`src/design/psg_pkg.sv`:
```
// Shared types, constants and register codes of the palette sweep pixel gradient unit.
// Depends on nothing; every other design file refers to it by scoped names.
package psg_pkg;

  localparam int unsigned MaxColors      = 6;
  localparam int unsigned CfgIdxW        = 3;
  localparam int unsigned DataW          = 32;
  localparam int unsigned TimeW          = 32;
  localparam int unsigned PeriodW        = 16;
  localparam int unsigned CycleW         = 19;
  localparam int unsigned SlotW          = 3;
  localparam int unsigned PalIdxW        = $clog2(MaxColors);
  localparam int unsigned ChanW          = 8;
  localparam int unsigned NumChan        = 4;
  localparam int unsigned ProdW          = ChanW + PeriodW;
  localparam int unsigned PixW           = 8;
  localparam int unsigned BufW           = PixW + 1;
  localparam int unsigned RemBitsPerStage = 2;
  localparam int unsigned RemStages      = TimeW / RemBitsPerStage;
  localparam int unsigned QBitsPerStage  = 2;
  localparam int unsigned QStages        = ChanW / QBitsPerStage;

  localparam logic [SlotW-1:0]   NumColorsReset  = 3'd2;
  localparam logic [PeriodW-1:0] MsPerColorReset = 16'd1000;

  typedef enum logic [CfgIdxW-1:0] {
    RegNumColors,
    RegMsPerColor,
    RegPalette0,
    RegPalette1,
    RegPalette2,
    RegPalette3,
    RegPalette4,
    RegPalette5
  } reg_idx_e;

  typedef struct packed {
    logic [SlotW-1:0]                    n;
    logic [PeriodW-1:0]                  period;
    logic [CycleW-1:0]                   cycle;
    logic [MaxColors-1:0][CycleW-1:0]    mult;
    logic [MaxColors-1:0][DataW-1:0]     palette;
  } cfg_t;

  typedef struct packed {
    logic [PixW-1:0] start;
    logic [PixW-1:0] pix;
    logic            last;
  } pix_t;

  typedef struct packed {
    logic [CycleW-1:0] rem;
    pix_t              px;
  } rem_t;

  typedef struct packed {
    logic [NumChan-1:0][ProdW-1:0] num;
    logic [NumChan-1:0][ChanW-1:0] base;
    logic [BufW-1:0]               bufidx;
    logic                          last;
  } qd_t;

  typedef struct packed {
    logic [BufW-1:0]               bufidx;
    logic [NumChan-1:0][ChanW-1:0] chan;
    logic                          last;
  } px_out_t;

endpackage

```
`src/design/psg_rem.sv`:
```
// Pipelined restoring remainder of the time stamp by the full palette cycle, two bits a stage.
// Depends on psg_pkg.
module psg_rem (
  input  logic                       clk_i,
  input  logic                       rst_ni,
  input  psg_pkg::cfg_t              cfg_i,
  input  logic                       in_valid_i,
  output logic                       in_ready_o,
  input  logic [psg_pkg::TimeW-1:0]  now_i,
  input  psg_pkg::pix_t              px_i,
  output logic                       out_valid_o,
  input  logic                       out_ready_i,
  output psg_pkg::rem_t              out_o
);

  typedef struct packed {
    logic [psg_pkg::CycleW-1:0] r;
    logic [psg_pkg::TimeW-1:0]  t;
    psg_pkg::pix_t              px;
  } rs_t;

  function automatic rs_t rem_stage(input rs_t s_in, input logic [psg_pkg::CycleW-1:0] d);
    rs_t                      r;
    logic [psg_pkg::CycleW:0] acc;
    r = s_in;
    for (int b = 0; b < psg_pkg::RemBitsPerStage; b++) begin
      acc = {r.r, r.t[psg_pkg::TimeW-1]};
      if (acc >= {1'b0, d}) begin
        acc = acc - {1'b0, d};
      end
      r.r = acc[psg_pkg::CycleW-1:0];
      r.t = {r.t[psg_pkg::TimeW-2:0], 1'b0};
    end
    return r;
  endfunction

  rs_t                          st_q [0:psg_pkg::RemStages];
  logic [psg_pkg::RemStages:0]  v_q;
  logic [psg_pkg::RemStages:0]  adv;

  always_comb begin
    adv[psg_pkg::RemStages] = !v_q[psg_pkg::RemStages] || out_ready_i;
    for (int k = psg_pkg::RemStages - 1; k >= 0; k--) begin
      adv[k] = !v_q[k] || adv[k+1];
    end
  end

  always_ff @(posedge clk_i or negedge rst_ni) begin
    if (!rst_ni) begin
      v_q <= '0;
    end else begin
      if (adv[0]) begin
        v_q[0] <= in_valid_i;
      end
      for (int k = 1; k <= psg_pkg::RemStages; k++) begin
        if (adv[k]) begin
          v_q[k] <= v_q[k-1];
        end
      end
    end
  end

  always_ff @(posedge clk_i) begin
    if (adv[0] && in_valid_i) begin
      st_q[0].r  <= '0;
      st_q[0].t  <= now_i;
      st_q[0].px <= px_i;
    end
    for (int k = 1; k <= psg_pkg::RemStages; k++) begin
      if (adv[k] && v_q[k-1]) begin
        st_q[k] <= rem_stage(st_q[k-1], cfg_i.cycle);
      end
    end
  end

  assign in_ready_o  = adv[0];
  assign out_valid_o = v_q[psg_pkg::RemStages];
  assign out_o.rem   = st_q[psg_pkg::RemStages].r;
  assign out_o.px    = st_q[psg_pkg::RemStages].px;

endmodule

```
`config.mk`:
```
export PLATFORM = sky130hd
export DESIGN_NAME = psg_rem
export DESIGN_NICKNAME = d
export VERILOG_FILES = /design/src/design/psg_pkg.sv /design/src/design/psg_rem.sv
export SDC_FILE = /design/constraint.sdc
export NUM_CORES = 2
export LEC_CHECK = 0
export BUFFER_PORTS_ARGS = -buffer_cell sky130_fd_sc_hd__clkbuf_2
export CAP_MARGIN = 20
export CORE_MARGIN = 2
export CORE_UTILIZATION = 45
export DETAILED_ROUTE_END_ITERATION = 16
export SYNTH_ARGS = -nofsm -noshare
export SYNTH_HDL_FRONTEND = slang
export SYNTH_SLANG_ARGS = --single-unit
```
`constraint.sdc`:
```
create_clock -name clk_i -period 6 [get_ports clk_i]
set_clock_uncertainty 0.05 [all_clocks]
set_input_delay 1.2 -clock clk_i [delete_from_list [all_inputs] [get_ports clk_i]]
set_output_delay 1.2 -clock clk_i [all_outputs]
set_load 0.05 [all_outputs]
```
==> results_dict.tcl <==
set metrics [dict create \
    min_period_ns 5.86 \
    portBuffers 109 \
    cp_max_fo 4 \
    grt_pass1_wl_um 260000 \
    gp_congestion 0.934 \
    ioPinCount 435 \
    vias_per_cell 5.34 \
    drive_above_1_share 0.340 \
    critPathKind "in -> reg" \
    final_max_slew_viol_count 0 \
    antenna_found_initial 3 \
    grt_pass1_vias 48800 \
    required_ns 6.41 \
    synthTopCellsByArea "edfxtp_1, ha_1, mux2_2, xnor2_1, a21oi_1" \
    final_cell_mix "buf_4, edfxtp_1, ha_1" \
    crit_end "st_q[0][338]$_DFFE_PP_" \
    dr.pass1.iters 6 \
    synth_seq_cells 882 \
    hold_ws_ns 0.351 \
    setup_viol 0 \
    worst_pin_slew_ns 1.04 \
    die_y_um 372 \
    track_usage 0.237 \
    yosys.area.top_type "edfxtp_1" \
    vias 49400 \
    start_util 0.452 \
    final_common_cell "buf_4" \
    status "complete, no violations" \
    ys_seq_area_frac 0.433 \
    max_cap_viol_count 0 \
    route.detailed.wl_per_inst_um 18.0 \
    hold_viol 0 \
    rows 135 \
    fp.dieArea_um2 139000 \
    async_reset_ff_frac 0.0193 \
    yosysWarningCount 0 \
    min_path_type "reg -> reg" \
    r2r_slack_ns 0.45 \
    synth_top_area_frac 0.426 \
    drc 0 \
    arrival_ns 6.27 \
    die_w_um 372 \
    cts_buffers 96 \
    synthDistinctLibCells 104 \
    cts_tree "done" \
    dp_hpwl_um 131000 \
    r2r_end "st_q[0][528]$_DFFE_PP_" \
    drtAntennaViolNets 0 \
    clock_latency_ns 0.73 \
    ctsHoldBuffers 0 \
    max_freq_mhz 171 \
    place_area_um2 77000 \
    synth_flop_cell "edfxtp_1" \
    critPathLaunch "cfg_i[306]" \
    cts-root-buf "clkbuf_16" \
    synth_edf_count 865 \
    grt_max_degree 65 \
    synthCells 5638 \
    cts_buffer_depth 3 \
    slew_headroom 0.310 \
    setup_tns_ns 0 \
    cp-start-kind "primary input" \
    syn_area_per_cell_um2 10.8 \
    final_area_um2 81000 \
    syn-cell-area_um2 61000 \
    end_kind "flip-flop" \
    clk_pin_slew_ns 0.06 \
    nNetsFinal 8393 \
    rr_worst_depth 21 \
    post-route-period-util 0.977 \
    cts.sinks 882 \
    syn2layout_area_growth_pct 32.8 \
    drt-total-wl_um 167000 \
    overflow 0 \
    drt_iter0_drc 2637 \
    synth_nets 6657 \
    core_um2 135000 \
    h-tree-depth 3 \
    r2r-start "st_q[0][456]$_DFFE_PP_" \
]
==> registers in the layout, indices dropped and copies added, names as in the netlist <==
register / cells
st_q: 865
v_q: 17
==> synthesized netlist by cell type (12+ instances only) <==
cell      count
nand2_1     334
a21o_1      199
o31a_1       22
buf_4        45
nor3_1      101
buf_2        25
clkbuf_1     36
nor4_1       23
xnor2_1     292
a31oi_1      40
nand2b_1     87
or2_2        26
xor2_1      148
nand4_1      72
o21a_1       99
o211ai_1     37
a211oi_1     53
mux2i_1      46
a21oi_1     476
and2_1       22
edfxtp_1    865
and3_1       30
nor2b_1      89
or3_1        32
nand3_1     109
a211o_1      18
o31ai_1      50
dfrtp_1      17
mux2_2      334
o21ai_0     354
o22ai_1      12
o41ai_1      13
nor2_1      425
ha_1        591
inv_1       192
o21bai_1     40
fa_1         31
a21boi_0     25
==> worst max-delay path, cell delays in order <==
cell and delay, ns:
buf_2 0.14, buf_12 0.13, ha_2 0.17, inv_1 0.05
fa_2 0.37, a211oi_4 0.24, o211a_1 0.25, o21bai_2 0.10
a211oi_2 0.27, o31ai_2 0.14, a31oi_4 0.34, buf_4 0.17
mux2_2 0.36, ha_4 0.22, o21a_1 0.19, o31a_1 0.13
o31a_1 0.37, o41ai_4 0.47, a21boi_2 0.12, o31ai_2 0.23
nor2b_1 0.08, a211o_1 0.23, mux2_4 0.27
==> cell type report <==
class	instances	area, um2
Clock inverter	72	892
Sequential cell	882	26400
Tap cell	1781	2230
Inverter	192	732
Antenna cell	1	2.50
Timing Repair Buffer	1752	13600
Clock buffer	108	2450
Fill cell	11200	53900
Multi-Input combinational cell	4450	34700
==> worst min-delay path by stage <==
stage | slack [ns] | start | endpoint | depth (start not counted)
2_1_floorplan | 0.35 | st_q[0][930]$_DFFE_PP_ | st_q[0][1000]$_DFFE_PP_ | 0
3_3_place_gp | 0.35 | st_q[0][379]$_DFFE_PP_ | st_q[0][449]$_DFFE_PP_ | 0
3_5_place_dp | 0.35 | st_q[0][30]$_DFFE_PP_ | st_q[0][100]$_DFFE_PP_ | 0
4_1_cts | 0.32 | rst_ni | v_q[16]$_DFFE_PN0P_ | 1
5_1_grt | 0.35 | st_q[0][650]$_DFFE_PP_ | st_q[0][720]$_DFFE_PP_ | 0
6_report | 0.35 | st_q[0][647]$_DFFE_PP_ | st_q[0][717]$_DFFE_PP_ | 0
==> repair_timing <==
item                       4_1_cts  5_1_grt
resized for setup                0       83
setup endpoints to repair        0      217
setup buffers                    0       21
==> kinds of logic after synthesis <==
kind of cell               share of synthesized area
AOI/OAI and AO/OA                              0.168
and+or+nand+nor                                0.112
muxes                                         0.0694
DFF                                            0.433
buffers and inverters                         0.0229
adders and majority gates                      0.131
xor gates and xnor gates                      0.0632
==> stage by stage <==
stage | cells | setup WS [ns] | utilization
final | 9238 | 0.141 | 0.600
after global routing | 9237 | -0.0749 | 0.600
after CTS | 9213 | 0.0181 | 0.596
after detailed placement | 9033 | -0.716 | 0.571
after global placement | 9033 | -0.698 | 0.571
after floorplan | 5638 | -0.813 | -
==> layer usage <==
layer  vias up  global-route usage  part of all wire  wire (um)
li1      25000                   -                 -          -
met1     23400               0.318              0.47      77900
met2       811               0.406              0.47      78900
met3       236              0.0232             0.032       5410
met4         0              0.0685             0.027       4560
met5         -                   0                 0          0
Power is left out: the tool's default activity adds up to more than one toggle a clock period on the data nets, which glitch-free logic cannot reach.
