File: src/design/psg_pkg.sv
// Shared types, constants and register codes of the palette sweep pixel gradient unit.
// Depends on nothing; every other design file refers to it by scoped names.
package psg_pkg;

  localparam int unsigned MaxColors      = 6;
  localparam int unsigned CfgIdxW        = 3;
  localparam int unsigned DataW          = 32;
  localparam int unsigned TimeW          = 32;
  localparam int unsigned PeriodW        = 16;
  localparam int unsigned CycleW         = 19;
  localparam int unsigned SlotW          = 3;
  localparam int unsigned PalIdxW        = $clog2(MaxColors);
  localparam int unsigned ChanW          = 8;
  localparam int unsigned NumChan        = 4;
  localparam int unsigned ProdW          = ChanW + PeriodW;
  localparam int unsigned PixW           = 8;
  localparam int unsigned BufW           = PixW + 1;
  localparam int unsigned RemBitsPerStage = 2;
  localparam int unsigned RemStages      = TimeW / RemBitsPerStage;
  localparam int unsigned QBitsPerStage  = 2;
  localparam int unsigned QStages        = ChanW / QBitsPerStage;

  localparam logic [SlotW-1:0]   NumColorsReset  = 3'd2;
  localparam logic [PeriodW-1:0] MsPerColorReset = 16'd1000;

  typedef enum logic [CfgIdxW-1:0] {
    RegNumColors,
    RegMsPerColor,
    RegPalette0,
    RegPalette1,
    RegPalette2,
    RegPalette3,
    RegPalette4,
    RegPalette5
  } reg_idx_e;

  typedef struct packed {
    logic [SlotW-1:0]                    n;
    logic [PeriodW-1:0]                  period;
    logic [CycleW-1:0]                   cycle;
    logic [MaxColors-1:0][CycleW-1:0]    mult;
    logic [MaxColors-1:0][DataW-1:0]     palette;
  } cfg_t;

  typedef struct packed {
    logic [PixW-1:0] start;
    logic [PixW-1:0] pix;
    logic            last;
  } pix_t;

  typedef struct packed {
    logic [CycleW-1:0] rem;
    pix_t              px;
  } rem_t;

  typedef struct packed {
    logic [NumChan-1:0][ProdW-1:0] num;
    logic [NumChan-1:0][ChanW-1:0] base;
    logic [BufW-1:0]               bufidx;
    logic                          last;
  } qd_t;

  typedef struct packed {
    logic [BufW-1:0]               bufidx;
    logic [NumChan-1:0][ChanW-1:0] chan;
    logic                          last;
  } px_out_t;

endpackage

File: src/design/psg_cfg.sv
// Configuration registers of the gradient unit and the values derived from them.
// Depends on psg_pkg.
module psg_cfg (
  input  logic                         clk_i,
  input  logic                         rst_ni,
  input  logic                         we_i,
  input  logic [psg_pkg::CfgIdxW-1:0]  idx_i,
  input  logic [psg_pkg::DataW-1:0]    data_i,
  output psg_pkg::cfg_t                cfg_o
);

  logic [psg_pkg::SlotW-1:0]                                 n_q;
  logic [psg_pkg::PeriodW-1:0]                               period_q;
  logic [psg_pkg::MaxColors-1:0][psg_pkg::DataW-1:0]         pal_q;
  logic [psg_pkg::CycleW-1:0]                                cycle_q, cycle_d;
  logic [psg_pkg::MaxColors-1:0][psg_pkg::CycleW-1:0]        mult_q, mult_d;
  logic [psg_pkg::SlotW-1:0]                                 n_eff;
  logic [psg_pkg::PeriodW-1:0]                               period_eff;
  logic [psg_pkg::PalIdxW-1:0]                               pidx;

  always_comb begin
    n_eff = n_q;
    if (n_q == '0) begin
      n_eff = psg_pkg::SlotW'(1);
    end else if (n_q > psg_pkg::SlotW'(psg_pkg::MaxColors)) begin
      n_eff = psg_pkg::SlotW'(psg_pkg::MaxColors);
    end
    period_eff = (period_q == '0) ? psg_pkg::PeriodW'(1) : period_q;
    cycle_d = psg_pkg::CycleW'(n_eff) * psg_pkg::CycleW'(period_eff);
    for (int k = 0; k < psg_pkg::MaxColors; k++) begin
      mult_d[k] = psg_pkg::CycleW'(k) * psg_pkg::CycleW'(period_eff);
    end
    pidx = psg_pkg::PalIdxW'(idx_i - psg_pkg::CfgIdxW'(psg_pkg::RegPalette0));
  end

  always_ff @(posedge clk_i or negedge rst_ni) begin
    if (!rst_ni) begin
      n_q      <= psg_pkg::NumColorsReset;
      period_q <= psg_pkg::MsPerColorReset;
      pal_q    <= '0;
    end else if (we_i) begin
      case (psg_pkg::reg_idx_e'(idx_i))
        psg_pkg::RegNumColors: begin
          n_q <= data_i[psg_pkg::SlotW-1:0];
        end
        psg_pkg::RegMsPerColor: begin
          period_q <= data_i[psg_pkg::PeriodW-1:0];
        end
        default: begin
          if (idx_i inside {[psg_pkg::RegPalette0:psg_pkg::RegPalette5]}) begin
            pal_q[pidx] <= data_i;
          end
        end
      endcase
    end
  end

  always_ff @(posedge clk_i or negedge rst_ni) begin
    if (!rst_ni) begin
      cycle_q <= psg_pkg::CycleW'(psg_pkg::NumColorsReset) *
                 psg_pkg::CycleW'(psg_pkg::MsPerColorReset);
      for (int k = 0; k < psg_pkg::MaxColors; k++) begin
        mult_q[k] <= psg_pkg::CycleW'(k) * psg_pkg::CycleW'(psg_pkg::MsPerColorReset);
      end
    end else begin
      cycle_q <= cycle_d;
      mult_q  <= mult_d;
    end
  end

  assign cfg_o.n       = n_eff;
  assign cfg_o.period  = period_eff;
  assign cfg_o.cycle   = cycle_q;
  assign cfg_o.mult    = mult_q;
  assign cfg_o.palette = pal_q;

endmodule

File: config.mk
export PLATFORM = sky130hd
export DESIGN_NAME = psg_cfg
export DESIGN_NICKNAME = d
export VERILOG_FILES = /design/src/design/psg_pkg.sv /design/src/design/psg_cfg.sv
export SDC_FILE = /design/constraint.sdc
export NUM_CORES = 1
export LEC_CHECK = 0
export BUFFER_PORTS_ARGS = -buffer_cell sky130_fd_sc_hd__buf_4
export CAP_MARGIN = 15
export CORE_MARGIN = 2
export CORE_UTILIZATION = 55
export CTS_BUF_LIST = sky130_fd_sc_hd__clkbuf_4 sky130_fd_sc_hd__clkbuf_8
export DETAILED_ROUTE_END_ITERATION = 8
export PLACE_DENSITY_LB_ADDON = 0.12
export SLEW_MARGIN = 40
export SYNTH_ARGS = -nofsm -noshare
export SYNTH_HDL_FRONTEND = slang
export SYNTH_SLANG_ARGS = --single-unit
File: constraint.sdc
create_clock -name clk_i -period 7.6 [get_ports clk_i]
set_input_delay 1.14 -clock clk_i [delete_from_list [all_inputs] [get_ports clk_i]]
set_output_delay 1.14 -clock clk_i [all_outputs]
set_load 0.01 [all_outputs]
==> flow_metrics.tcl <==
set metrics [dict create \
    path_clk_slew_ns 0.06 \
    p_per_area_nw_per_um2 345 \
    diodes 0 \
    start_util_pct 56.4 \
    tightest_slew_ns 0.794 \
    min_period_ns 4.56 \
    num-fill-cells 1753 \
    place_area_um2 15900 \
    core_um2 23600 \
    startpoint_type "flop" \
    synth_area_um2 13300 \
    cts-root-buf "clkbuf_8" \
    fmax_mhz 219 \
    wire_per_inst_um 19.5 \
    rows 56 \
    p_leak_nw 8.33 \
    gp_congestion 0.885 \
    synthFlopType "dfrtp_1" \
    drv_cap 0 \
    grt_max_degree 116 \
    crit_fanout 24 \
    grt-ovfl-total 0 \
    area_growth_pct 26.8 \
    r2r_slack_ns 3.04 \
    fin_nets 1518 \
    fin_crit_sh_pct 60.0 \
    arrival_ns 4.94 \
    synth_seq_cells 280 \
    cp.required_ns 7.98 \
    post-route-cell-area_um2 16900 \
    hpwlAfterDp_um 24700 \
    yosysWarnings 0 \
    peakVddDrop_v 0.000210 \
    grt_first_pass_wirelength_um 53700 \
    crit-reg2reg-launch "period_q[4]$_DFFE_PN0P_" \
    cp-end-kind "flop" \
    h-tree-depth 2 \
    drc_errors 0 \
    die-area_um2 25500 \
    final_common_cell "buf_4" \
    cts.path.max_buffers 3 \
    rsz0062_at_grt "no" \
    first_iter_violations 446 \
    grt_pass1_vias 9623 \
    synth_edf_count 0 \
    synth.yosys.seq_area_share_pct 52.9 \
    wl_um 34100 \
    regToRegEndpoint "cycle_q[15]$_DFF_PN0_" \
    setup_violations 0 \
    min_path_type "in2async" \
    die_w_um 160 \
    antenna_left 0 \
    dieHeight_um 160 \
    cts_hold_buf 0 \
    postCtsResizedCells 0 \
    clock_latency_ns 0.56 \
    avgSynthCellArea_um2 12.5 \
    hold_violations 0 \
    drive_above_1_share_pct 48.4 \
    cts_setup_buffers 0 \
    antenna_found_initial 0 \
    drv_slew 0 \
    cts_made_buffers 45 \
    final_cell_mix "buf_4 (364), dfrtp_1 (249), mux2_2 (194)" \
    multiInputGateArea_um2 5470 \
    status "finished, final reports clean" \
    avgViaCountPerCell 5.33 \
    drt-pass1-iter-count 6 \
    regArea_um2 7050 \
    reg2reg_depth 14 \
    syn_inst 1069 \
    port_buffers 352 \
    vias 9322 \
    place_inst 1667 \
    async_flop_share_pct 100 \
    grt_use_total_pct 26.7 \
    cts_tree "built" \
    ios 382 \
    layout.cells.non_filler 1749 \
    critPathKind "reg2reg" \
    ys_types 56 \
    tns_ns 0 \
    relSlewSlack_pct 46.9 \
    finClkSkew_ns 0.0180 \
    cts_sinks 280 \
]
[report_power, final]
group | switching, W | internal [W] | leakage, nW
Sequential | 0.000209 | 0.00195 | 3.32
Clock | 0.000595 | 0.000795 | 0.525
Combinational | 0.00117 | 0.00111 | 4.49
[synth_stat cells, types with 10 or more instances]
master    number  area, um2
a21o_1        12       90.1
a21oi_1       29        145
buf_4         80        601
clkbuf_1      27        101
dfrtp_1      249       6230
dfstp_2       31        815
fa_1          17        340
ha_1          66        826
inv_1         52        195
mux2_2       194       2180
nand2_1       76        285
nand3_1       15       75.1
nor2_1        42        158
nor3_1        14       70.1
o21ai_0       28        140
xnor2_1       28        245
xor2_1        10       87.6
[final cells by class]
class,instances,area share [%]
timing repair buffer,368,16.6
tap,319,2.36
sequential,280,41.7
multi-input combinational,650,32.4
clock inverter,9,0.689
inverter,52,1.16
clock buffer,71,5.12
[metal layers]
metal | share of wire, % | vias up | global-route usage (%)
li1 | - | 4223 | -
met1 | 39 | 4688 | 32.7
met2 | 50 | 364 | 45.7
met3 | 9.1 | 47 | 8.93
met4 | 2.0 | 0 | 6.82
met5 | 0 | - | 0
[cell families (layout without fill, tap and decap cells)]
family | after synthesis | after routing | synth area share (%)
AOI/OAI and AO/OA | 109 | 109 | 5.23
xor gates and xnor gates | 38 | 38 | 2.50
adders and majority gates | 85 | 85 | 8.91
buffers and inverters | 167 | 500 | 7.03
DFF | 280 | 280 | 52.9
muxes | 197 | 197 | 16.6
other | 1 | 29 | 0.0282
and+or+nand+nor | 192 | 192 | 6.76
[registers in the layout, summed over array words and instances (netlist names)]
register and cells:
n_q 3, cfg_o 242, cycle_q 19, period_q 16
[worst max-delay path by stage]
stage	cells past startpoint	startpoint	slack [ns]	endpoint
2_1_floorplan	16	period_q[3]$_DFFE_PN1P_	3.40	cycle_q[17]$_DFF_PN0_
3_3_place_gp	13	period_q[4]$_DFFE_PN0P_	2.76	cycle_q[17]$_DFF_PN0_
3_5_place_dp	13	period_q[4]$_DFFE_PN0P_	2.68	cycle_q[17]$_DFF_PN0_
4_1_cts	14	period_q[4]$_DFFE_PN0P_	2.67	cycle_q[17]$_DFF_PN0_
5_1_grt	15	period_q[4]$_DFFE_PN0P_	2.64	cycle_q[17]$_DFF_PN0_
6_report	14	period_q[4]$_DFFE_PN0P_	3.04	cycle_q[15]$_DFF_PN0_
[critical path, stage by stage (launching register included)]
cell      delay, ns
dfrtp_1        0.54
inv_1          0.16
ha_1           0.22
and3_1         0.20
and3_2         0.38
nor2_1         0.61
nand2_1        0.14
fa_1           0.52
inv_1          0.05
ha_1           0.36
a21o_1         0.18
a21oi_1        0.21
a21oi_1        0.14
o41ai_2        0.43
o311ai_0       0.21
[stage by stage]
stage	hold slack [ns]	setup slack, ns	util [%]	power, W
floorplan	0.488	3.40	-	0.00345
finish	0.457	3.04	71.5	0.00583
global route	0.451	2.64	71.5	0.00617
detailed placement	0.494	2.68	67.1	0.00446
CTS	0.508	2.67	71.3	0.00587
global placement	0.488	2.76	67.1	0.00441
Note: power is estimated with default switching activity, not from simulation.
