==> src/design/psg_pkg.sv <==
// Shared types, constants and register codes of the palette sweep pixel gradient unit.
// Depends on nothing; every other design file refers to it by scoped names.
package psg_pkg;

  localparam int unsigned MaxColors      = 6;
  localparam int unsigned CfgIdxW        = 3;
  localparam int unsigned DataW          = 32;
  localparam int unsigned TimeW          = 32;
  localparam int unsigned PeriodW        = 16;
  localparam int unsigned CycleW         = 19;
  localparam int unsigned SlotW          = 3;
  localparam int unsigned PalIdxW        = $clog2(MaxColors);
  localparam int unsigned ChanW          = 8;
  localparam int unsigned NumChan        = 4;
  localparam int unsigned ProdW          = ChanW + PeriodW;
  localparam int unsigned PixW           = 8;
  localparam int unsigned BufW           = PixW + 1;
  localparam int unsigned RemBitsPerStage = 2;
  localparam int unsigned RemStages      = TimeW / RemBitsPerStage;
  localparam int unsigned QBitsPerStage  = 2;
  localparam int unsigned QStages        = ChanW / QBitsPerStage;

  localparam logic [SlotW-1:0]   NumColorsReset  = 3'd2;
  localparam logic [PeriodW-1:0] MsPerColorReset = 16'd1000;

  typedef enum logic [CfgIdxW-1:0] {
    RegNumColors,
    RegMsPerColor,
    RegPalette0,
    RegPalette1,
    RegPalette2,
    RegPalette3,
    RegPalette4,
    RegPalette5
  } reg_idx_e;

  typedef struct packed {
    logic [SlotW-1:0]                    n;
    logic [PeriodW-1:0]                  period;
    logic [CycleW-1:0]                   cycle;
    logic [MaxColors-1:0][CycleW-1:0]    mult;
    logic [MaxColors-1:0][DataW-1:0]     palette;
  } cfg_t;

  typedef struct packed {
    logic [PixW-1:0] start;
    logic [PixW-1:0] pix;
    logic            last;
  } pix_t;

  typedef struct packed {
    logic [CycleW-1:0] rem;
    pix_t              px;
  } rem_t;

  typedef struct packed {
    logic [NumChan-1:0][ProdW-1:0] num;
    logic [NumChan-1:0][ChanW-1:0] base;
    logic [BufW-1:0]               bufidx;
    logic                          last;
  } qd_t;

  typedef struct packed {
    logic [BufW-1:0]               bufidx;
    logic [NumChan-1:0][ChanW-1:0] chan;
    logic                          last;
  } px_out_t;

endpackage

==> src/design/psg_blend.sv <==
// Slot, phase and palette selection, then the per-channel blend products, in three stages.
// Depends on psg_pkg.
module psg_blend (
  input  logic           clk_i,
  input  logic           rst_ni,
  input  psg_pkg::cfg_t  cfg_i,
  input  logic           in_valid_i,
  output logic           in_ready_o,
  input  psg_pkg::rem_t  in_i,
  output logic           out_valid_o,
  input  logic           out_ready_i,
  output psg_pkg::qd_t   out_o
);

  typedef struct packed {
    logic [psg_pkg::SlotW-1:0]   slot;
    logic [psg_pkg::PeriodW-1:0] phase;
    logic [psg_pkg::SlotW-1:0]   pm;
    logic [psg_pkg::BufW-1:0]    bufidx;
    logic                        last;
  } b1_t;

  typedef struct packed {
    logic [psg_pkg::NumChan-1:0][psg_pkg::ChanW-1:0]   diff;
    logic [psg_pkg::NumChan-1:0][psg_pkg::PeriodW-1:0] fac;
    logic [psg_pkg::NumChan-1:0][psg_pkg::ChanW-1:0]   base;
    logic [psg_pkg::BufW-1:0]                          bufidx;
    logic                                              last;
  } b2_t;

  function automatic logic [psg_pkg::SlotW-1:0] mod_n(input logic [psg_pkg::PixW-1:0] v,
                                                      input logic [psg_pkg::SlotW-1:0] n);
    logic [psg_pkg::SlotW:0]   acc;
    logic [psg_pkg::SlotW-1:0] r;
    r = '0;
    for (int i = psg_pkg::PixW - 1; i >= 0; i--) begin
      acc = {r, v[i]};
      if (acc >= {1'b0, n}) begin
        acc = acc - {1'b0, n};
      end
      r = acc[psg_pkg::SlotW-1:0];
    end
    return r;
  endfunction

  b1_t           b1_q, b1_d;
  b2_t           b2_q, b2_d;
  psg_pkg::qd_t  b3_q, b3_d;
  logic [2:0]    v_q;
  logic [2:0]    adv;

  always_comb begin
    adv[2] = !v_q[2] || out_ready_i;
    adv[1] = !v_q[1] || adv[2];
    adv[0] = !v_q[0] || adv[1];
  end

  always_comb begin
    b1_d.slot = '0;
    for (int k = 1; k < psg_pkg::MaxColors; k++) begin
      if (in_i.rem >= cfg_i.mult[k]) begin
        b1_d.slot = psg_pkg::SlotW'(k);
      end
    end
    b1_d.phase  = psg_pkg::PeriodW'(in_i.rem - cfg_i.mult[b1_d.slot]);
    b1_d.pm     = mod_n(in_i.px.pix, cfg_i.n);
    b1_d.bufidx = psg_pkg::BufW'(in_i.px.start) + psg_pkg::BufW'(in_i.px.pix);
    b1_d.last   = in_i.px.last;
  end

  always_comb begin
    logic [psg_pkg::SlotW:0]     sum;
    logic [psg_pkg::PalIdxW-1:0] ia;
    logic [psg_pkg::PalIdxW-1:0] ib;
    logic [psg_pkg::DataW-1:0]   ca;
    logic [psg_pkg::DataW-1:0]   cb;
    logic [psg_pkg::ChanW-1:0]   a;
    logic [psg_pkg::ChanW-1:0]   b;
    sum = {1'b0, b1_q.slot} + {1'b0, b1_q.pm};
    if (sum >= {1'b0, cfg_i.n}) begin
      sum = sum - {1'b0, cfg_i.n};
    end
    ia = psg_pkg::PalIdxW'(sum);
    if ((psg_pkg::SlotW+1)'(ia) + (psg_pkg::SlotW+1)'(1) == {1'b0, cfg_i.n}) begin
      ib = '0;
    end else begin
      ib = ia + psg_pkg::PalIdxW'(1);
    end
    ca = cfg_i.palette[ia];
    cb = cfg_i.palette[ib];
    for (int c = 0; c < psg_pkg::NumChan; c++) begin
      a = ca[c*psg_pkg::ChanW +: psg_pkg::ChanW];
      b = cb[c*psg_pkg::ChanW +: psg_pkg::ChanW];
      if (a > b) begin
        b2_d.diff[c] = a - b;
        b2_d.fac[c]  = cfg_i.period - b1_q.phase;
        b2_d.base[c] = b;
      end else begin
        b2_d.diff[c] = b - a;
        b2_d.fac[c]  = b1_q.phase;
        b2_d.base[c] = a;
      end
    end
    b2_d.bufidx = b1_q.bufidx;
    b2_d.last   = b1_q.last;
  end

  always_comb begin
    for (int c = 0; c < psg_pkg::NumChan; c++) begin
      b3_d.num[c] = psg_pkg::ProdW'(b2_q.diff[c]) * psg_pkg::ProdW'(b2_q.fac[c]);
    end
    b3_d.base   = b2_q.base;
    b3_d.bufidx = b2_q.bufidx;
    b3_d.last   = b2_q.last;
  end

  always_ff @(posedge clk_i or negedge rst_ni) begin
    if (!rst_ni) begin
      v_q <= '0;
    end else begin
      if (adv[0]) begin
        v_q[0] <= in_valid_i;
      end
      if (adv[1]) begin
        v_q[1] <= v_q[0];
      end
      if (adv[2]) begin
        v_q[2] <= v_q[1];
      end
    end
  end

  always_ff @(posedge clk_i) begin
    if (adv[0] && in_valid_i) begin
      b1_q <= b1_d;
    end
    if (adv[1] && v_q[0]) begin
      b2_q <= b2_d;
    end
    if (adv[2] && v_q[1]) begin
      b3_q <= b3_d;
    end
  end

  assign in_ready_o  = adv[0];
  assign out_valid_o = v_q[2];
  assign out_o       = b3_q;

  assert property (@(posedge clk_i) disable iff (!rst_ni) v_q[0] |-> b1_q.slot < cfg_i.n)
    else $error("Palette slot is not below the colour count.");
  assert property (@(posedge clk_i) disable iff (!rst_ni) v_q[0] |-> b1_q.phase < cfg_i.period)
    else $error("Phase is not below the period.");
  assert property (@(posedge clk_i) disable iff (!rst_ni) v_q[0] |-> b1_q.pm < cfg_i.n)
    else $error("Pixel offset is not reduced below the colour count.");

endmodule

==> config.mk <==
export PLATFORM = sky130hd
export DESIGN_NAME = psg_blend
export DESIGN_NICKNAME = d
export VERILOG_FILES = /design/src/design/psg_pkg.sv /design/src/design/psg_blend.sv
export SDC_FILE = /design/constraint.sdc
export NUM_CORES = 2
export LEC_CHECK = 0
export BUFFER_PORTS_ARGS = -buffer_cell sky130_fd_sc_hd__buf_2
export CORE_ASPECT_RATIO = 2
export CORE_MARGIN = 3
export CORE_UTILIZATION = 35
export CTS_CLUSTER_SIZE = 12
export DETAILED_ROUTE_END_ITERATION = 12
export GPL_TIMING_DRIVEN = 0
export SLEW_MARGIN = 20
export SYNTH_ARGS = -nofsm -noshare
export SYNTH_HDL_FRONTEND = slang
export SYNTH_SLANG_ARGS = --single-unit
==> constraint.sdc <==
create_clock -name clk_i -period 7.1 [get_ports clk_i]
set_input_delay 1.065 -clock clk_i [delete_from_list [all_inputs] [get_ports clk_i]]
set_output_delay 1.065 -clock clk_i [all_outputs]
set_load 0.1 [all_outputs]
==> results.toml <==
[placement]
place.gp.congestion = 0.9932
place_ws_ns = -4.622
dp_hpwl_mm = 117.4
io_buffers = 501
place_area_um2 = 42220

[finish]
multi_input_area_um2 = 26090
drive_above_1_share_pct = 18.53
nets = 5604
layout_commonest_cell = "inv_1"
mostFrequentLayoutCells = "inv_1 (565), buf_2 (517), nand2_1 (472)"
design_area_um2 = 43890
syn2layout_area_growth_pct = 16.53
final-seq-area_um2 = 9324
fillers = 10660

[setup_path]
cp_max_fo = 4
max_stage_delay_ns = 0.34
crit_required_ns = 7.44
r2r-start = "b1_q[10]"
cp_slowest_cell = "nor4_1"
regToRegSetupSlack_ns = -2.25
critPathLaunch = "in_i[8]"
cp.arrival_ns = 10.19
r2r_end = "b2_q[127]"
cp-end-kind = "flip-flop"
critPathLaunchType = "input pin"
rr_worst_depth = 33
worstSetupPathType = "in2reg"

[logic_synthesis]
ys_seq_elements = 311
synth_nets = 5020
synth_cells = 3881
ys.warnings.count = 0
synth_edf_count = 308
async_reset_ff_share_pct = 0.9646
yosysSeqAreaShare_pct = 24.75
synth_area_um2 = 37670
synth_ff_type = "edfxtp_1"
synth.distinct_cells = 89
syn_avg_cell_area_um2 = 9.706

[drt]
routed_wl_mm = 138.0
vias_per_cell = 5.281
wire_per_inst_um = 23.53
firstDrtPassIters = 7
route.detailed.drc = 0
drt_iter0_drc = 1368
vias = 30980
antenna_left = 0

[outcome]
failed_checks = "negative setup slack"
status = "finished, violations left"

[floorplanning]
die_area_um2 = 111800
die_x_um = 238.0
die_h_um = 469.9
num_rows = 169
core-area_um2 = 106400
io_pins = 524
start_util_pct = 35.41

[clock_tree]
clock_sink_count = 311
cts_tree = "done"
ctsHtreeMaxLevel = 2
cts_buffers = 35
ctsHoldBuffers = 0
clk_latency_ns = 0.59
root_buffer = "clkbuf_16"
path_clk_slew_ns = 0.06
cts.path.max_buffers = 3

[global_route]
grt_pass1_vias = 33350
grt_remaining_overflow = 0
grt_max_degree = 55
grt_pass1_wl_mm = 201.9
antenna_found_initial = 22
track_usage_pct = 24.48

[timing]
final-setup-viol-count = 128
finalHoldViolations = 0
period_needed_ns = 9.853
grt_setup_unrepaired = "yes"
tightest_slew_ns = 1.202
final.period_utilization_pct = 138.8
finalMaxSlewViolations = 0
max_freq_ghz = 0.1015
skew_ns = 0.02037
setup_slack_ns = -2.753
slew_headroom_pct = 19.88

[hold_path]
min_path_type = "in2async"

[flow_run]
maxCapViolCount = 0
layout make-up:
type	instances	share of cell area (%)
multi-input cells	2885	59.43
repair buffers	548	6.938
flip-flops and latches	311	21.24
clock inverters	15	0.2708
well taps	1368	3.900
diodes	12	0.06842
inverters	573	4.920
plain buffers	111	1.172
clock buffers	42	2.055
worst max-delay path by stage:
stage	endpoint	cells after the start	slack, ns
final	b1_q[12]	52	-2.75
after global routing	b1_q[12]	52	-3.15
after CTS	b1_q[12]	55	-2.81
after detailed placement	b1_q[12]	49	-4.62
after global placement	b1_q[12]	49	-4.54
after floorplan	b1_q[12]	52	-2.89
cell usage after synthesis, types with 11 or more instances:
master,number,area share (%)
a211oi_1,42,0.84
a211oi_2,21,0.70
a21boi_0,11,0.22
a21o_1,51,1.0
a21oi_1,203,2.7
a31oi_1,21,0.35
and2_1,259,4.3
and3_1,13,0.22
buf_2,22,0.29
clkbuf_1,78,0.78
edfxtp_1,308,25
fa_1,356,19
ha_1,399,13
inv_1,573,5.7
mux2_2,46,1.4
mux2i_1,166,4.4
mux4_2,32,1.9
nand2_1,478,4.8
nand2b_1,28,0.47
nand3_1,37,0.49
nand4_1,19,0.32
nor2_1,133,1.3
nor2b_1,35,0.58
nor3_1,41,0.54
o21a_1,23,0.46
o21ai_0,168,2.2
or2_2,11,0.18
or3_1,19,0.32
xnor2_1,95,2.2
xor2_1,36,0.84
what timing repair did:
action | 4_1_cts | 5_1_grt
pin swaps | 28 | 26
gates cloned | 0 | 0
setup endpoints to repair | 127 | 128
setup buffers | 30 | 10
resized for setup | 52 | 26
cell families after synthesis:
family	synth area share [%]
xor gates and xnor gates	3.166
AOI/OAI and AO/OA	11.00
and+or+nand+nor	14.09
buffers and inverters	6.919
adders and majority gates	32.17
muxes	7.896
DFF	24.75
layer usage:
| layer | vias up | track usage, % | share of wire [%] |
|---|---|---|---|
| met1 | 15060 | 23.41 | 33 |
| met5 | - | 0 | 0.057 |
| met3 | 419 | 5.420 | 7.0 |
| met4 | 12 | 19.38 | 9.6 |
| li1 | 14300 | - | - |
| met2 | 1181 | 44.72 | 51 |
state kept, by name, indices dropped and copies added, names as in the netlist:
signal and cells:
b2_q 138, out_o 138, b1_q 32, v_q 3
worst max-delay path: cells and delay by family:
| family | cells | cell delay, ns |
|---|---|---|
| AO/OA/AOI/OAI | 19 | 3.71 |
| adder cells (fa/ha/maj) | 8 | 1.93 |
| buffers and inverters | 9 | 0.77 |
| multiplexers | 7 | 1.78 |
| AND/OR/NAND/NOR | 9 | 0.94 |
per-stage QoR:
| step | hold slack [ns] | TNS, ns | cells | utilization, % |
|---|---|---|---|---|
| 2_1_floorplan | 0.4003 | -8.497 | 3881 | - |
| 3_3_place_gp | 0.4022 | -407.95 | 5750 | 39.50 |
| 3_5_place_dp | 0.4045 | -332.04 | 5757 | 39.69 |
| 4_1_cts | 0.2210 | -208.48 | 5843 | 41.06 |
| 5_1_grt | 0.2447 | -270.81 | 5862 | 41.26 |
| 6_report | 0.2637 | -209.05 | 5865 | 41.27 |
Power is not shown: default switching activity piles up to over one toggle a cycle in this logic, so the estimate is an artifact.
