### src/design/psg_pkg.sv
// Shared types, constants and register codes of the palette sweep pixel gradient unit.
// Depends on nothing; every other design file refers to it by scoped names.
package psg_pkg;

  localparam int unsigned MaxColors      = 6;
  localparam int unsigned CfgIdxW        = 3;
  localparam int unsigned DataW          = 32;
  localparam int unsigned TimeW          = 32;
  localparam int unsigned PeriodW        = 16;
  localparam int unsigned CycleW         = 19;
  localparam int unsigned SlotW          = 3;
  localparam int unsigned PalIdxW        = $clog2(MaxColors);
  localparam int unsigned ChanW          = 8;
  localparam int unsigned NumChan        = 4;
  localparam int unsigned ProdW          = ChanW + PeriodW;
  localparam int unsigned PixW           = 8;
  localparam int unsigned BufW           = PixW + 1;
  localparam int unsigned RemBitsPerStage = 2;
  localparam int unsigned RemStages      = TimeW / RemBitsPerStage;
  localparam int unsigned QBitsPerStage  = 2;
  localparam int unsigned QStages        = ChanW / QBitsPerStage;

  localparam logic [SlotW-1:0]   NumColorsReset  = 3'd2;
  localparam logic [PeriodW-1:0] MsPerColorReset = 16'd1000;

  typedef enum logic [CfgIdxW-1:0] {
    RegNumColors,
    RegMsPerColor,
    RegPalette0,
    RegPalette1,
    RegPalette2,
    RegPalette3,
    RegPalette4,
    RegPalette5
  } reg_idx_e;

  typedef struct packed {
    logic [SlotW-1:0]                    n;
    logic [PeriodW-1:0]                  period;
    logic [CycleW-1:0]                   cycle;
    logic [MaxColors-1:0][CycleW-1:0]    mult;
    logic [MaxColors-1:0][DataW-1:0]     palette;
  } cfg_t;

  typedef struct packed {
    logic [PixW-1:0] start;
    logic [PixW-1:0] pix;
    logic            last;
  } pix_t;

  typedef struct packed {
    logic [CycleW-1:0] rem;
    pix_t              px;
  } rem_t;

  typedef struct packed {
    logic [NumChan-1:0][ProdW-1:0] num;
    logic [NumChan-1:0][ChanW-1:0] base;
    logic [BufW-1:0]               bufidx;
    logic                          last;
  } qd_t;

  typedef struct packed {
    logic [BufW-1:0]               bufidx;
    logic [NumChan-1:0][ChanW-1:0] chan;
    logic                          last;
  } px_out_t;

endpackage

### src/design/psg_qdiv.sv
// Pipelined restoring division of the blend products by the period and the final channel sums.
// Depends on psg_pkg.
module psg_qdiv (
  input  logic                         clk_i,
  input  logic                         rst_ni,
  input  psg_pkg::cfg_t                cfg_i,
  input  logic                         in_valid_i,
  output logic                         in_ready_o,
  input  psg_pkg::qd_t                 in_i,
  output logic                         out_valid_o,
  input  logic                         out_ready_i,
  output psg_pkg::px_out_t             out_o
);

  typedef struct packed {
    logic [psg_pkg::NumChan-1:0][psg_pkg::ProdW-1:0] rem;
    logic [psg_pkg::NumChan-1:0][psg_pkg::ChanW-1:0] q;
    logic [psg_pkg::NumChan-1:0][psg_pkg::ChanW-1:0] base;
    logic [psg_pkg::BufW-1:0]                        bufidx;
    logic                                            last;
  } qs_t;

  function automatic qs_t qd_stage(input qs_t s_in, input int unsigned s,
                                   input logic [psg_pkg::PeriodW-1:0] p);
    qs_t                       r;
    logic [psg_pkg::ProdW-1:0] d;
    int unsigned               j;
    r = s_in;
    for (int c = 0; c < psg_pkg::NumChan; c++) begin
      for (int unsigned b = 0; b < psg_pkg::QBitsPerStage; b++) begin
        j = psg_pkg::ChanW - 1 - s * psg_pkg::QBitsPerStage - b;
        d = psg_pkg::ProdW'(p) << j;
        if (r.rem[c] >= d) begin
          r.rem[c] = r.rem[c] - d;
          r.q[c]   = {r.q[c][psg_pkg::ChanW-2:0], 1'b1};
        end else begin
          r.q[c]   = {r.q[c][psg_pkg::ChanW-2:0], 1'b0};
        end
      end
    end
    return r;
  endfunction

  qs_t                        st_q [0:psg_pkg::QStages-1];
  qs_t                        nxt  [0:psg_pkg::QStages-1];
  qs_t                        init;
  psg_pkg::px_out_t           out_q, out_d;
  logic [psg_pkg::QStages:0]  v_q;
  logic [psg_pkg::QStages:0]  adv;
  logic                       rem_ok, num_ok, carry_any;
  logic [psg_pkg::ChanW:0]    sum_chk;

  always_comb begin
    adv[psg_pkg::QStages] = !v_q[psg_pkg::QStages] || out_ready_i;
    for (int k = psg_pkg::QStages - 1; k >= 0; k--) begin
      adv[k] = !v_q[k] || adv[k+1];
    end
  end

  always_comb begin
    init.rem    = in_i.num;
    init.q      = '0;
    init.base   = in_i.base;
    init.bufidx = in_i.bufidx;
    init.last   = in_i.last;
    nxt[0] = qd_stage(init, 0, cfg_i.period);
    for (int unsigned s = 1; s < psg_pkg::QStages; s++) begin
      nxt[s] = qd_stage(st_q[s-1], s, cfg_i.period);
    end
    for (int c = 0; c < psg_pkg::NumChan; c++) begin
      out_d.chan[c] = st_q[psg_pkg::QStages-1].base[c] + st_q[psg_pkg::QStages-1].q[c];
    end
    out_d.bufidx = st_q[psg_pkg::QStages-1].bufidx;
    out_d.last   = st_q[psg_pkg::QStages-1].last;
  end

  always_ff @(posedge clk_i or negedge rst_ni) begin
    if (!rst_ni) begin
      v_q <= '0;
    end else begin
      if (adv[0]) begin
        v_q[0] <= in_valid_i;
      end
      for (int k = 1; k <= psg_pkg::QStages; k++) begin
        if (adv[k]) begin
          v_q[k] <= v_q[k-1];
        end
      end
    end
  end

  always_ff @(posedge clk_i) begin
    if (adv[0] && in_valid_i) begin
      st_q[0] <= nxt[0];
    end
    for (int k = 1; k < psg_pkg::QStages; k++) begin
      if (adv[k] && v_q[k-1]) begin
        st_q[k] <= nxt[k];
      end
    end
    if (adv[psg_pkg::QStages] && v_q[psg_pkg::QStages-1]) begin
      out_q <= out_d;
    end
  end

  assign in_ready_o  = adv[0];
  assign out_valid_o = v_q[psg_pkg::QStages];
  assign out_o       = out_q;

  always_comb begin
    rem_ok    = 1'b1;
    num_ok    = 1'b1;
    carry_any = 1'b0;
    sum_chk   = '0;
    for (int c = 0; c < psg_pkg::NumChan; c++) begin
      if (st_q[psg_pkg::QStages-1].rem[c] >= psg_pkg::ProdW'(cfg_i.period)) begin
        rem_ok = 1'b0;
      end
      if (in_i.num[c] >= (psg_pkg::ProdW'(cfg_i.period) << psg_pkg::ChanW)) begin
        num_ok = 1'b0;
      end
      sum_chk = {1'b0, st_q[psg_pkg::QStages-1].base[c]} +
                {1'b0, st_q[psg_pkg::QStages-1].q[c]};
      if (sum_chk[psg_pkg::ChanW]) begin
        carry_any = 1'b1;
      end
    end
  end

  assert property (@(posedge clk_i) disable iff (!rst_ni) in_valid_i |-> num_ok)
    else $error("Blend product does not give an eight-bit quotient.");
  assert property (@(posedge clk_i) disable iff (!rst_ni) v_q[psg_pkg::QStages-1] |-> rem_ok)
    else $error("Division remainder is not below the period.");
  assert property (@(posedge clk_i) disable iff (!rst_ni)
                   v_q[psg_pkg::QStages-1] |-> !carry_any)
    else $error("Channel sum overflows eight bits.");

endmodule

### config.mk
export PLATFORM = sky130hd
export DESIGN_NAME = psg_qdiv
export DESIGN_NICKNAME = d
export VERILOG_FILES = /design/src/design/psg_pkg.sv /design/src/design/psg_qdiv.sv
export SDC_FILE = /design/constraint.sdc
export NUM_CORES = 2
export LEC_CHECK = 0
export BUFFER_PORTS_ARGS = -buffer_cell sky130_fd_sc_hd__buf_2
export CORE_ASPECT_RATIO = 1.25
export CORE_UTILIZATION = 40
export CTS_CLUSTER_SIZE = 12
export DETAILED_ROUTE_END_ITERATION = 12
export PLACE_DENSITY_LB_ADDON = 0.12
export SLEW_MARGIN = 30
export SYNTH_ARGS = -nofsm -noshare
export SYNTH_HDL_FRONTEND = slang
export SYNTH_SLANG_ARGS = --single-unit
### constraint.sdc
create_clock -name clk_i -period 8.1 [get_ports clk_i]
set_input_delay 0 -clock clk_i [delete_from_list [all_inputs] [get_ports clk_i]]
set_output_delay 0 -clock clk_i [all_outputs]
set_load 0.05 [all_outputs]
==> flow_summary_export.csv <==
group,metric,value,unit
placement,dp_cells,6717,
timing,worst_pin_slew,0.950,ns
status,status,"complete, no violations",
placement,place_congestion,0.867,
finish,nFillCells,11300,
logic_synthesis,synth_seq_area_share,36.3,%
route,drtIter0Drc,2119,
timing,period_needed,6.74,ns
grt,grt_max_degree,147,
worst_setup_path,end_kind,"flip-flop",
power,power_per_cell_area,403,nW/µm²
worst_setup_path,crit_arrival,7.14,ns
timing,drv_slew,0,
logic_synthesis,ys_warn_count,0,
min_path,holdCritStartpoint,"in_i[11]",
clock_network,clkLatencyLatePin,0.65,ns
clock_network,clkSinkCount,583,
placement,pre_cts_ws,1.29,ns
clock_network,cts_root_buffer,"clkbuf_16",
timing,fmax,148,MHz
timing,rsz0062_at_grt,"false",
route,wl_per_cell,18.5,µm
timing,fin_ws,1.36,ns
clock_network,cts_max_path_buffers,3,
min_path,holdPathStages,2,
clock_network,cts_resized,0,
logic_synthesis,ys_ff_latch,583,
logic_synthesis,ys.flop_type,"edfxtp_1",
route,postRouteWirelength,129000,µm
power,vdd_ir_drop_max,0.181,mV
logic_synthesis,yosys.area.top_type,"edfxtp_1",
finish,final_cell_mix,"578 x edfxtp_1, 540 x ha_1, 486 x a21oi_1",
logic_synthesis,avgSynthCellArea,9.69,µm²
floorplanning,initial_utilization,40.5,%
route,wl_met3,5440,µm
finish,fin_util,46.4,%
grt,grt_pass1_vias,36700,
timing,hold_ws,0.0647,ns
timing,hold_viol,0,
worst_setup_path,ff2ff_path_depth,17,
power,p_leak,22.1,nW
timing,fin_tns_setup,0,ns
route,drt-vias-per-instance,5.49,
timing,skew,0.0294,ns
grt,grt_use_total,20.7,%
floorplanning,ioPinCount,530,
timing,min_period_over_period,83.2,%
grt,grt_remaining_overflow,0,
placement,io_buffers,201,
worst_setup_path,worst-r2r-setup-slack,1.36,ns
worst_setup_path,crit_fanout,25,
min_path,hold-path-endpoint,"st_q[0][11]",
grt,antenna_found_initial,6,
finish,final_common_cell,"edfxtp_1",
clock_network,cts_buffers,70,
logic_synthesis,synth_cell_types,95,
floorplanning,core,119000,µm²
worst_setup_path,cp-start-kind,"flip-flop",
clock_network,clk_pin_slew_worst_paths,0.06,ns
timing,setup_viol,0,
floorplanning,die_h,390,µm
job,drv_cap,0,
worst_setup_path,r2r_end,"st_q[1][153]",
route,drc,0,
route,drt-met1-wl,63000,µm
finish,drive_gt1_share,12.3,%
route,drtAntennaViolNets,0,
route,dr.pass1.iters,5,
clock_network,cts_tree,"yes",
logic_synthesis,ys_async_sr_fraction,0.858,%
floorplanning,die_w,312,µm
worst_setup_path,cp.required,8.49,ns
min_path,worst_hold_path_type,"in2reg",
placement,dp_hpwl,98000,µm
route,top_layer,"met5",
route,vias,38300,
logic_synthesis,synthCells,4965,
timing,slew_headroom,36.7,%
logic_synthesis,synth.area.top_cells,"edfxtp_1 36%, ha_1 14%, a21oi_1 5.1%",
logic_synthesis,synth-edff-count,578,
floorplanning,num_rows,141,
clock_network,post-cts-setup-buffers,0,
finish,finalNonFillerCells,6985,
finish,area_growth,14.5,%
clock_network,cts-htree-levels,3,
grt,grt_pass1_wl,200000,µm
logic_synthesis,synth.top_cell.area_share,36.1,%
finish,finalNetCount,6417,
floorplanning,die_area,122000,µm²
route,routed-wl-met2,55700,µm
logic_synthesis,synth_area,48100,µm²
worst_setup_path,critPathKind,"reg2reg",
logic_synthesis,syn-num-nets,6023,
worst_setup_path,worstReg2RegStart,"st_q[0][155]",
-- worst max-delay path by stage --
stage	startpoint	slack, ns	to	cells past startpoint
floorplan	cfg_i[326]	1.02	st_q[2][133]	22
global placement	cfg_i[329]	1.33	st_q[1][162]	19
detailed placement	cfg_i[333]	1.29	st_q[0][113]	20
CTS	st_q[0][155]	1.28	st_q[1][162]	17
global route	st_q[0][155]	1.09	st_q[1][162]	17
finish	st_q[0][155]	1.36	st_q[1][153]	17
-- cell type report --
cell class                 count  area [µm²]  area share (%)
clock inverter                40         467           0.847
clock buffer                  83        1810            3.28
inverter                     238         896            1.63
sequential                   583       17500            31.7
multi-input combinational   4044       29400            53.3
antenna                        2        5.00         0.00908
timing repair buffer         422        3100            5.63
tap                         1573        1970            3.57
-- per-layer routing --
layer  up-vias  global-route usage [%]
met5         -                       0
li1      19500                       -
met1     17900                    29.3
met3       192                    2.01
met2       821                    32.4
met4         2                    8.47
-- kinds of logic (layout without fill, tap and decap cells) --
logic type / Yosys count / in the layout / share of synthesized area (%)
AO/OA/AOI/OAI: 1465 / 1465 / 19.0
XOR/XNOR: 401 / 401 / 7.30
adder cells (fa/ha/maj): 572 / 572 / 15.4
buffers and inverters: 338 / 783 / 2.73
flip-flops: 583 / 583 / 36.3
multiplexers: 231 / 231 / 5.34
other: 0 / 2 / 0
AND/OR/NAND/NOR: 1375 / 1375 / 13.9
-- critical path, cell delays in order, from the launching register on --
cell       delay [ns]
edfxtp_1         0.41
ha_1             0.37
a21o_1           0.20
or3_4            0.34
o21ai_0          0.28
a21oi_1          0.16
nor2_1           0.63
mux2_2           0.43
ha_1             0.34
nor2b_1          0.17
o2111ai_1        0.22
or3b_1           0.40
and2_1           0.21
o311ai_0         0.45
a31oi_1          0.16
or4b_4           0.50
or3b_1           0.77
mux2_2           0.43
-- per-stage QoR --
| stage | power, mW | instance area [µm²] |
|---|---|---|
| detailed placement | 19.0 | 51400 |
| finish | 22.2 | 55100 |
| global placement | 18.9 | 51400 |
| floorplan | 16.1 | 48100 |
| global route | 24.2 | 55100 |
| CTS | 22.3 | 55100 |
-- power breakdown --
group | internal [mW] | switching, mW
combinational | 6.21 | 7.59
sequential | 4.79 | 0.523
clock | 1.81 | 1.30
-- Yosys cell counts, types with 31 or more instances --
library cell / count
fa_1: 32
ha_1: 540
nand4_1: 79
o21bai_1: 64
nand2_1: 382
xnor2_1: 269
inv_1: 235
nand3_1: 86
edfxtp_1: 578
nor2_1: 373
nand2b_1: 74
a211oi_1: 40
a31oi_1: 42
o31ai_1: 33
nor4_1: 44
a21oi_1: 486
a21o_1: 176
mux2i_1: 32
mux2_2: 196
o21a_1: 61
nor2b_1: 69
xor2_1: 132
o21ai_0: 333
clkbuf_1: 68
nor3_1: 78
or3_1: 31
-- flip-flops by register name, indices dropped and copies added (netlist names) --
name   cells
st_q     536
out_o     42
v_q        5
-- repair_timing --
| action | in CTS | in global routing |
|---|---|---|
| hold buffers | 143 | 0 |
| endpoints found under the setup margin | 0 | 0 |
| endpoints found under the hold margin | 146 | 0 |
Power figures use the tool's default switching activity.
